<file path="src/wpr_pkg.sv">
// Shared constants and types for the Williams percent R block.
// No dependencies; imported by the top level and its checker.
package wpr_pkg;

  localparam int PRICE_BITS   = 32;
  localparam int WINDOW_DEPTH = 64;
  localparam int SLOT_BITS    = $clog2(WINDOW_DEPTH);
  localparam int LEN_BITS     = $clog2(WINDOW_DEPTH + 1);
  localparam int PCT_BITS     = 15;
  localparam int PROD_BITS    = PRICE_BITS + PCT_BITS;
  localparam int DIVCNT_BITS  = $clog2(PCT_BITS);
  localparam int IN_DATA_BITS = 3 * PRICE_BITS;
  localparam int OUT_DATA_BITS = ((PCT_BITS + 7) / 8) * 8;
  localparam int CFG_ADDR_BITS = 3;

  localparam logic [PCT_BITS-1:0] PCT_FULL_SCALE = PCT_BITS'(25600);
  localparam logic [LEN_BITS-1:0] WLEN_RESET     = LEN_BITS'(10);

  // register indexes (byte address / 4)
  localparam logic REG_WINDOW_LENGTH = 1'b0;

  typedef enum logic [2:0] {
    S_IDLE,
    S_SCAN,
    S_CALC,
    S_DIV,
    S_OUT
  } wpr_state_t;

endpackage

</file>
<file path="src/williams_percent_r.sv">
// Williams percent R over a sliding window of price bars.
// Depends on wpr_pkg for widths, constants and the state type.

// A bar that gives no result (the first window_length bars) is taken without
// leaving the idle state. A bar that gives a result holds off the next bar
// until its result is loaded into the output register. The window highs
// and lows sit in one synchronous ring memory with a single read port, so the
// max/min scan reads one older entry per cycle, window_length - 1 reads in all.
// The calc state then forms (max - close) * 25600, a bit-serial divider forms
// the 15 quotient bits, and the output register is loaded. A window of one bar
// reads nothing. When the window is flat, or the close lies at or beyond a
// window extreme, the divider is skipped. An earlier result that is still
// unread holds the load until it is taken. Once the output register is loaded,
// the next bar is taken while that result is still unread.
// window_length 0 acts as 1, and values above 64 act as 64. flat_range is set,
// and percent_r is 0, when the window high equals the window low.
module williams_percent_r (
  input  logic                                 clk,
  input  logic                                 rst_n,
  // in_tdata: bar_high [31:0], bar_low [63:32], bar_close [95:64]
  input  logic [wpr_pkg::IN_DATA_BITS-1:0]     in_tdata,
  input  logic                                 in_tvalid,
  output logic                                 in_tready,
  // out_tdata: percent_r [14:0], zero [15]
  output logic [wpr_pkg::OUT_DATA_BITS-1:0]    out_tdata,
  // out_tuser: flat_range [0]
  output logic                                 out_tuser,
  output logic                                 out_tvalid,
  input  logic                                 out_tready,
  input  logic                                 cfg_psel,
  input  logic                                 cfg_penable,
  input  logic                                 cfg_pwrite,
  input  logic [wpr_pkg::CFG_ADDR_BITS-1:0]    cfg_paddr,
  input  logic [31:0]                          cfg_pwdata,
  output logic [31:0]                          cfg_prdata,
  output logic                                 cfg_pready
);
  import wpr_pkg::*;

  wpr_state_t state_r, state_nxt;

  logic [LEN_BITS-1:0]   window_length_r;
  logic [LEN_BITS-1:0]   eff_len;
  logic [LEN_BITS-1:0]   bars_clamped;
  logic [LEN_BITS-1:0]   bars_seen_r;
  logic [SLOT_BITS-1:0]  write_slot_r;
  logic                  emit;

  logic [PRICE_BITS-1:0] bar_high, bar_low, bar_close;
  logic                  in_accept;
  logic                  cfg_write;

  logic [2*PRICE_BITS-1:0] ring_mem [WINDOW_DEPTH];
  logic [2*PRICE_BITS-1:0] rd_data_r;
  logic                    rd_vld_r;
  logic                    rd_en;
  logic [SLOT_BITS-1:0]    scan_addr_r;
  logic [SLOT_BITS-1:0]    scan_cnt_r;
  logic                    scan_done;

  logic [PRICE_BITS-1:0] max_r, min_r, close_r;
  logic [PRICE_BITS-1:0] rd_high, rd_low;

  logic                  is_flat, close_top, close_bottom, calc_direct;
  logic [PROD_BITS-1:0]  prod;
  logic [PRICE_BITS-1:0] den_r, rem_r;
  logic [PCT_BITS-1:0]   num_lo_r;
  logic [PCT_BITS-1:0]   quot_r;
  logic                  flat_r;
  logic [DIVCNT_BITS-1:0] div_cnt_r;
  logic [PRICE_BITS:0]   div_trial, div_sub;
  logic                  div_ge;

  logic                  load_out;
  logic [PCT_BITS-1:0]   out_pct_r;
  logic                  out_flat_r;
  logic                  out_tvalid_r;

  assign bar_high  = in_tdata[PRICE_BITS-1:0];
  assign bar_low   = in_tdata[2*PRICE_BITS-1:PRICE_BITS];
  assign bar_close = in_tdata[3*PRICE_BITS-1:2*PRICE_BITS];
  assign in_accept = in_tvalid && in_tready;

  // ---------------- configuration port ----------------
  assign cfg_pready = 1'b1;
  assign cfg_write  = cfg_psel && cfg_penable && cfg_pwrite && cfg_pready;

  always_comb begin
    cfg_prdata = '0;
    if (cfg_paddr[CFG_ADDR_BITS-1] == REG_WINDOW_LENGTH) begin
      cfg_prdata = 32'(window_length_r);
    end
  end

  always_ff @(posedge clk) begin
    if (!rst_n) begin
      window_length_r <= WLEN_RESET;
    end else if (cfg_write && cfg_paddr[CFG_ADDR_BITS-1] == REG_WINDOW_LENGTH) begin
      window_length_r <= cfg_pwdata[LEN_BITS-1:0];
    end
  end

  // ---------------- window bookkeeping ----------------
  always_comb begin
    if (window_length_r == '0) begin
      eff_len = LEN_BITS'(1);
    end else if (window_length_r > LEN_BITS'(WINDOW_DEPTH)) begin
      eff_len = LEN_BITS'(WINDOW_DEPTH);
    end else begin
      eff_len = window_length_r;
    end
    bars_clamped = (bars_seen_r > eff_len) ? eff_len : bars_seen_r;
    emit         = (bars_clamped == eff_len);
  end

  always_ff @(posedge clk) begin
    if (!rst_n) begin
      write_slot_r <= '0;
      bars_seen_r  <= '0;
    end else if (in_accept) begin
      write_slot_r <= write_slot_r + SLOT_BITS'(1);
      bars_seen_r  <= emit ? bars_clamped : bars_clamped + LEN_BITS'(1);
    end
  end

  // ---------------- ring memory ----------------
  always_ff @(posedge clk) begin
    if (in_accept) begin
      ring_mem[write_slot_r] <= {bar_low, bar_high};
    end
  end

  always_ff @(posedge clk) begin
    if (rd_en) begin
      rd_data_r <= ring_mem[scan_addr_r];
    end
  end

  assign rd_high   = rd_data_r[PRICE_BITS-1:0];
  assign rd_low    = rd_data_r[2*PRICE_BITS-1:PRICE_BITS];
  assign scan_done = (scan_cnt_r == '0) && !rd_vld_r;

  // ---------------- arithmetic ----------------
  always_comb begin
    is_flat      = (max_r == min_r);
    close_top    = (close_r >= max_r);
    // close at or below the low: quotient reaches full scale
    close_bottom = (close_r <= min_r);
    calc_direct  = is_flat || close_top || close_bottom;
    prod         = PROD_BITS'(max_r - close_r) * PROD_BITS'(PCT_FULL_SCALE);
    div_trial    = {rem_r, num_lo_r[PCT_BITS-1]};
    div_sub      = div_trial - {1'b0, den_r};
    div_ge       = (div_trial >= {1'b0, den_r});
  end

  // ---------------- state machine ----------------
  always_comb begin
    state_nxt = state_r;
    case (state_r)
      S_IDLE: begin
        if (in_accept && emit) state_nxt = S_SCAN;
      end
      S_SCAN: begin
        if (scan_done) state_nxt = S_CALC;
      end
      S_CALC: begin
        state_nxt = calc_direct ? S_OUT : S_DIV;
      end
      S_DIV: begin
        if (div_cnt_r == '0) state_nxt = S_OUT;
      end
      S_OUT: begin
        if (load_out) state_nxt = S_IDLE;
      end
      default: state_nxt = S_IDLE;
    endcase
  end

  always_comb begin
    in_tready = 1'b0;
    rd_en     = 1'b0;
    load_out  = 1'b0;
    case (state_r)
      S_IDLE: in_tready = 1'b1;
      S_SCAN: rd_en = (scan_cnt_r != '0);
      S_OUT:  load_out = !out_tvalid_r || out_tready;
      default: ;
    endcase
  end

  always_ff @(posedge clk) begin
    if (!rst_n) begin
      state_r  <= S_IDLE;
      rd_vld_r <= 1'b0;
    end else begin
      state_r  <= state_nxt;
      rd_vld_r <= rd_en;
    end
  end

  // ---------------- datapath ----------------
  always_ff @(posedge clk) begin
    case (state_r)
      S_IDLE: begin
        if (in_accept && emit) begin
          // newest bar seeds the extremes; scan the older ones
          max_r       <= bar_high;
          min_r       <= bar_low;
          close_r     <= bar_close;
          scan_addr_r <= write_slot_r - SLOT_BITS'(1);
          scan_cnt_r  <= SLOT_BITS'(eff_len - LEN_BITS'(1));
        end
      end
      S_SCAN: begin
        if (rd_en) begin
          scan_addr_r <= scan_addr_r - SLOT_BITS'(1);
          scan_cnt_r  <= scan_cnt_r - SLOT_BITS'(1);
        end
        if (rd_vld_r) begin
          if (rd_high > max_r) max_r <= rd_high;
          if (rd_low < min_r)  min_r <= rd_low;
        end
      end
      S_CALC: begin
        flat_r    <= is_flat;
        den_r     <= max_r - min_r;
        rem_r     <= prod[PROD_BITS-1:PCT_BITS];
        num_lo_r  <= prod[PCT_BITS-1:0];
        div_cnt_r <= DIVCNT_BITS'(PCT_BITS - 1);
        if (is_flat || close_top) begin
          quot_r <= '0;
        end else begin
          quot_r <= PCT_FULL_SCALE;
        end
      end
      S_DIV: begin
        rem_r     <= div_ge ? div_sub[PRICE_BITS-1:0] : div_trial[PRICE_BITS-1:0];
        num_lo_r  <= {num_lo_r[PCT_BITS-2:0], 1'b0};
        quot_r    <= {quot_r[PCT_BITS-2:0], div_ge};
        div_cnt_r <= div_cnt_r - DIVCNT_BITS'(1);
      end
      default: ;
    endcase
  end

  // ---------------- output register ----------------
  always_ff @(posedge clk) begin
    if (!rst_n) begin
      out_tvalid_r <= 1'b0;
    end else if (load_out) begin
      out_tvalid_r <= 1'b1;
    end else if (out_tready) begin
      out_tvalid_r <= 1'b0;
    end
  end

  always_ff @(posedge clk) begin
    if (load_out) begin
      out_pct_r  <= quot_r;
      out_flat_r <= flat_r;
    end
  end

  assign out_tvalid = out_tvalid_r;
  assign out_tdata  = OUT_DATA_BITS'(out_pct_r);
  assign out_tuser  = out_flat_r;

endmodule

</file>
<file path="config.mk">
export PLATFORM = sky130hd
export DESIGN_NAME = williams_percent_r
export DESIGN_NICKNAME = d
export VERILOG_FILES = /design/src/wpr_pkg.sv /design/src/williams_percent_r.sv
export SDC_FILE = /design/constraint.sdc
export NUM_CORES = 2
export LEC_CHECK = 0
export BUFFER_PORTS_ARGS = -buffer_cell sky130_fd_sc_hd__buf_2
export CAP_MARGIN = 5
export CORE_ASPECT_RATIO = 1.4
export CORE_MARGIN = 1.5
export CORE_UTILIZATION = 27
export CTS_CLUSTER_DIAMETER = 50
export DETAILED_ROUTE_END_ITERATION = 10
export PLACE_DENSITY_LB_ADDON = 0.2
export SLEW_MARGIN = 20
export SYNTH_ARGS = -nofsm -noshare
export SYNTH_HDL_FRONTEND = slang
export SYNTH_SLANG_ARGS = --single-unit
export TNS_END_PERCENT = 100
</file>
<file path="constraint.sdc">
create_clock -name clk -period 7.67 [get_ports clk]
set_input_delay 0.3835 -clock clk [delete_from_list [all_inputs] [get_ports clk]]
set_output_delay 0.3835 -clock clk [all_outputs]
set_load 0.01 [all_outputs]
</file>
==> impl_metrics.json <==
{
  "critPathMostFrequentCell": "a21o_1",
  "synthCells": 8218,
  "rsz0062_at_grt": "no",
  "dpl-instance-area_um2": 191200,
  "fin_cells": 17820,
  "syn_area_um2": 177800,
  "grt_max_degree": 126,
  "gp_congestion": 0.8042,
  "drive_gt1_share_pct": 26.77,
  "cts-root-buf": "clkbuf_16",
  "avgSynthCellArea_um2": 21.64,
  "nNetsFinal": 9246,
  "grt_usage_pct": 17.17,
  "skew_ns": 0.1004,
  "clock_insertion_delay_worst_skew_ns": 1.04,
  "finalHoldViolations": 0,
  "post_cts_resized": 0,
  "synth_edf_count": 4373,
  "power_per_cell_area_nw_per_um2": 275.1,
  "min_path_cells": 2,
  "post-route-util_pct": 31.46,
  "vdd_drop_max_mv": 0.1826,
  "first_pass_iters": 7,
  "worstHoldStart": "in_tdata[16]",
  "r2r-start": "close_r[1]$_DFFE_PP_",
  "synth_most_common_cell": "edfxtp_1",
  "slowest_delay_ns": 0.84,
  "antenna_found_initial": 46,
  "cts_setup_buffers": 0,
  "rrSetupSlack_ns": 0.72,
  "power_mw": 56.80,
  "die_w_um": 688.9,
  "synthFlopType": "edfxtp_1",
  "final_cell_area_um2": 206500,
  "yosysTopAreaCellShare_pct": 73.84,
  "final.setup.tns_ns": 0,
  "finalSetupViolCount": 0,
  "fmax_mhz": 144.0,
  "required_ns": 8.44,
  "htree_levels": 5,
  "synth_area_leaders": "edfxtp_1 74%, mux4_2 17%, ha_1 2.1%",
  "port-buffer-count": 135,
  "r2r_end": "rem_r[31]$_DFFE_PP_",
  "grt_pass1_vias": 91550,
  "yosys_warnings": 0,
  "cp-start-kind": "register",
  "worstPathArrival_ns": 7.72,
  "die-area_um2": 663600,
  "core.rowCount": 352,
  "hpwlAfterDp_um": 308300,
  "cts_tree": "built",
  "hp-class": "in -> reg",
  "cap_violations": 0,
  "holdBufCountCts": 88,
  "ys_types": 81,
  "yosysTopAreaCell": "edfxtp_1",
  "synth-seq-cells": 4398,
  "final_antenna_net_count": 0,
  "cts_sinks": 4398,
  "finalCritPeriodShare_pct": 90.57,
  "slew_headroom_pct": 23.13,
  "synth-seq-area-share_pct": 74.12,
  "vias": 88190,
  "cts_buffers": 435,
  "worstMarginPinSlew_ns": 1.153,
  "p_leak_nw": 65.44,
  "grt_pass1_wl_um": 788300,
  "status": "finished, final reports clean",
  "endpoint": "rem_r[31]$_DFFE_PP_",
  "r2r_cells": 25,
  "die-height_um": 963.3,
  "syn_to_final_growth_pct": 16.09,
  "dp.cells": 16900,
  "routed_wl_um": 581600,
  "critPathSlowestCell": "a2111oi_1",
  "synth.cells.most_frequent": "4373 x edfxtp_1, 1344 x mux4_2, 318 x nand2_1",
  "clk_pin_slew_worst_paths_ns": 0.06,
  "drcViolationCount": 0,
  "slew_viol_final": 0,
  "drt_iter0_drc": 8688,
  "core_um2": 656200,
  "crit_path_max_fanout": 5,
  "cp-end-kind": "register",
  "layout_min_cycle_time_ns": 6.947,
  "io-pin-count": 190,
  "worstSetupStartpoint": "close_r[1]$_DFFE_PP_",
  "routedWlPerCell_um": 32.64,
  "overflow": 0,
  "synthArstFlopShare_pct": 0,
  "cts_buffer_depth": 4,
  "vias_per_cell": 4.950,
  "start_util_pct": 27.10,
  "worstSetupPathType": "reg -> reg"
}
==> cell families after synthesis <==
family	Yosys count	synth area share, %
flops	4398	74.12
mux	1375	17.20
simple gates	763	1.962
buf+inv	639	1.452
compound gates	575	2.122
fa+ha+maj	333	2.490
xor+xnor	133	0.6550
other cells	2	0.004223
==> per-layer routing <==
layer	track usage, %	vias to the layer above	wire (µm)
li1	-	35520	-
met4	5.009	10	18780
met2	31.35	2549	307100
met1	21.18	49360	229500
met5	0	-	62
met3	2.043	758	26140
==> report_power, final <==
| part | leakage, nW | internal (mW) | switching (mW) | total [mW] |
|---|---|---|---|---|
| clock network | 6.81 | 11.8 | 9.57 | 21.4 |
| registers | 39.5 | 26.9 | 0.172 | 27.1 |
| logic | 19.1 | 3.65 | 4.73 | 8.38 |
| total | 65.4 | 42.3 | 14.5 | 56.8 |
==> flip-flops by register name (all words and copies together), names as in the netlist, 7 cells and up <==
| name | cells |
|---|---|
| window_length_r | 7 |
| min_r | 32 |
| rd_data_r | 64 |
| out_pct_r | 15 |
| bars_seen_r | 7 |
| den_r | 32 |
| max_r | 32 |
| rem_r | 32 |
| quot_r | 15 |
| ring_mem | 4096 |
| close_r | 32 |
==> layout make-up <==
type	count	area (µm²)
diodes	9	22.52
clock buffers	520	11330
clock inverters	277	2631
fillers	62680	449800
inverters	244	915.9
multi-input cells	3206	44060
flip-flops and latches	4398	131800
well taps	8673	10850
repair buffers	490	4837
==> critical path: cells and delay by family (launching register included) <==
family | cells | cell delay (ns)
AOI/OAI and AO/OA | 11 | 2.78
xor gates and xnor gates | 2 | 0.39
adders and majority gates | 5 | 1.64
buffers and inverters | 3 | 0.15
DFF | 1 | 0.43
and+or+nand+nor | 4 | 1.26
==> layout by cell type, fill, tap and decap left out, types with 16 or more instances in the layout <==
cell	count
clkbuf_16	439
nor2b_1	35
a211oi_1	17
buf_2	112
clkinv_2	74
a21o_1	112
nand2_1	317
dfxtp_1	25
nand3_1	44
and3_1	32
xnor2_1	87
nor2_4	64
dlygate4sd3_1	112
o21bai_1	22
clkinv_4	16
buf_12	86
inv_1	243
clkbuf_1	77
clkinvlp_4	17
clkinv_1	92
mux4_2	1344
nand2b_1	23
a31oi_1	21
xor2_1	46
a21oi_1	152
nor3_1	35
conb_1	27
buf_4	174
nand4_1	41
edfxtp_1	4373
ha_1	298
fa_1	35
o21ai_0	104
bufinv_16	35
inv_6	17
nor2_1	108
mux2i_1	27
o21a_1	27
==> stage by stage <==
step	setup slack, ns	hold slack (ns)
6_report	0.7233	0.08811
5_1_grt	0.2741	0.09440
4_1_cts	0.7643	0.003448
3_5_place_dp	0.7604	0.4090
3_3_place_gp	0.4115	0.4115
2_1_floorplan	2.022	0.4003
==> worst min-delay path by stage <==
stage	end	slack, ns
floorplan	out_pct_r[14]$_DFFE_PP_	0.40
global placement	out_pct_r[14]$_DFFE_PP_	0.41
detailed placement	out_pct_r[14]$_DFFE_PP_	0.41
CTS	ring_mem[49][53]$_DFFE_PP_	0.003
global route	ring_mem[24][19]$_DFFE_PP_	0.09
finish	ring_mem[43][16]$_DFFE_PP_	0.09
Note: power is estimated with default switching activity, not from simulation.
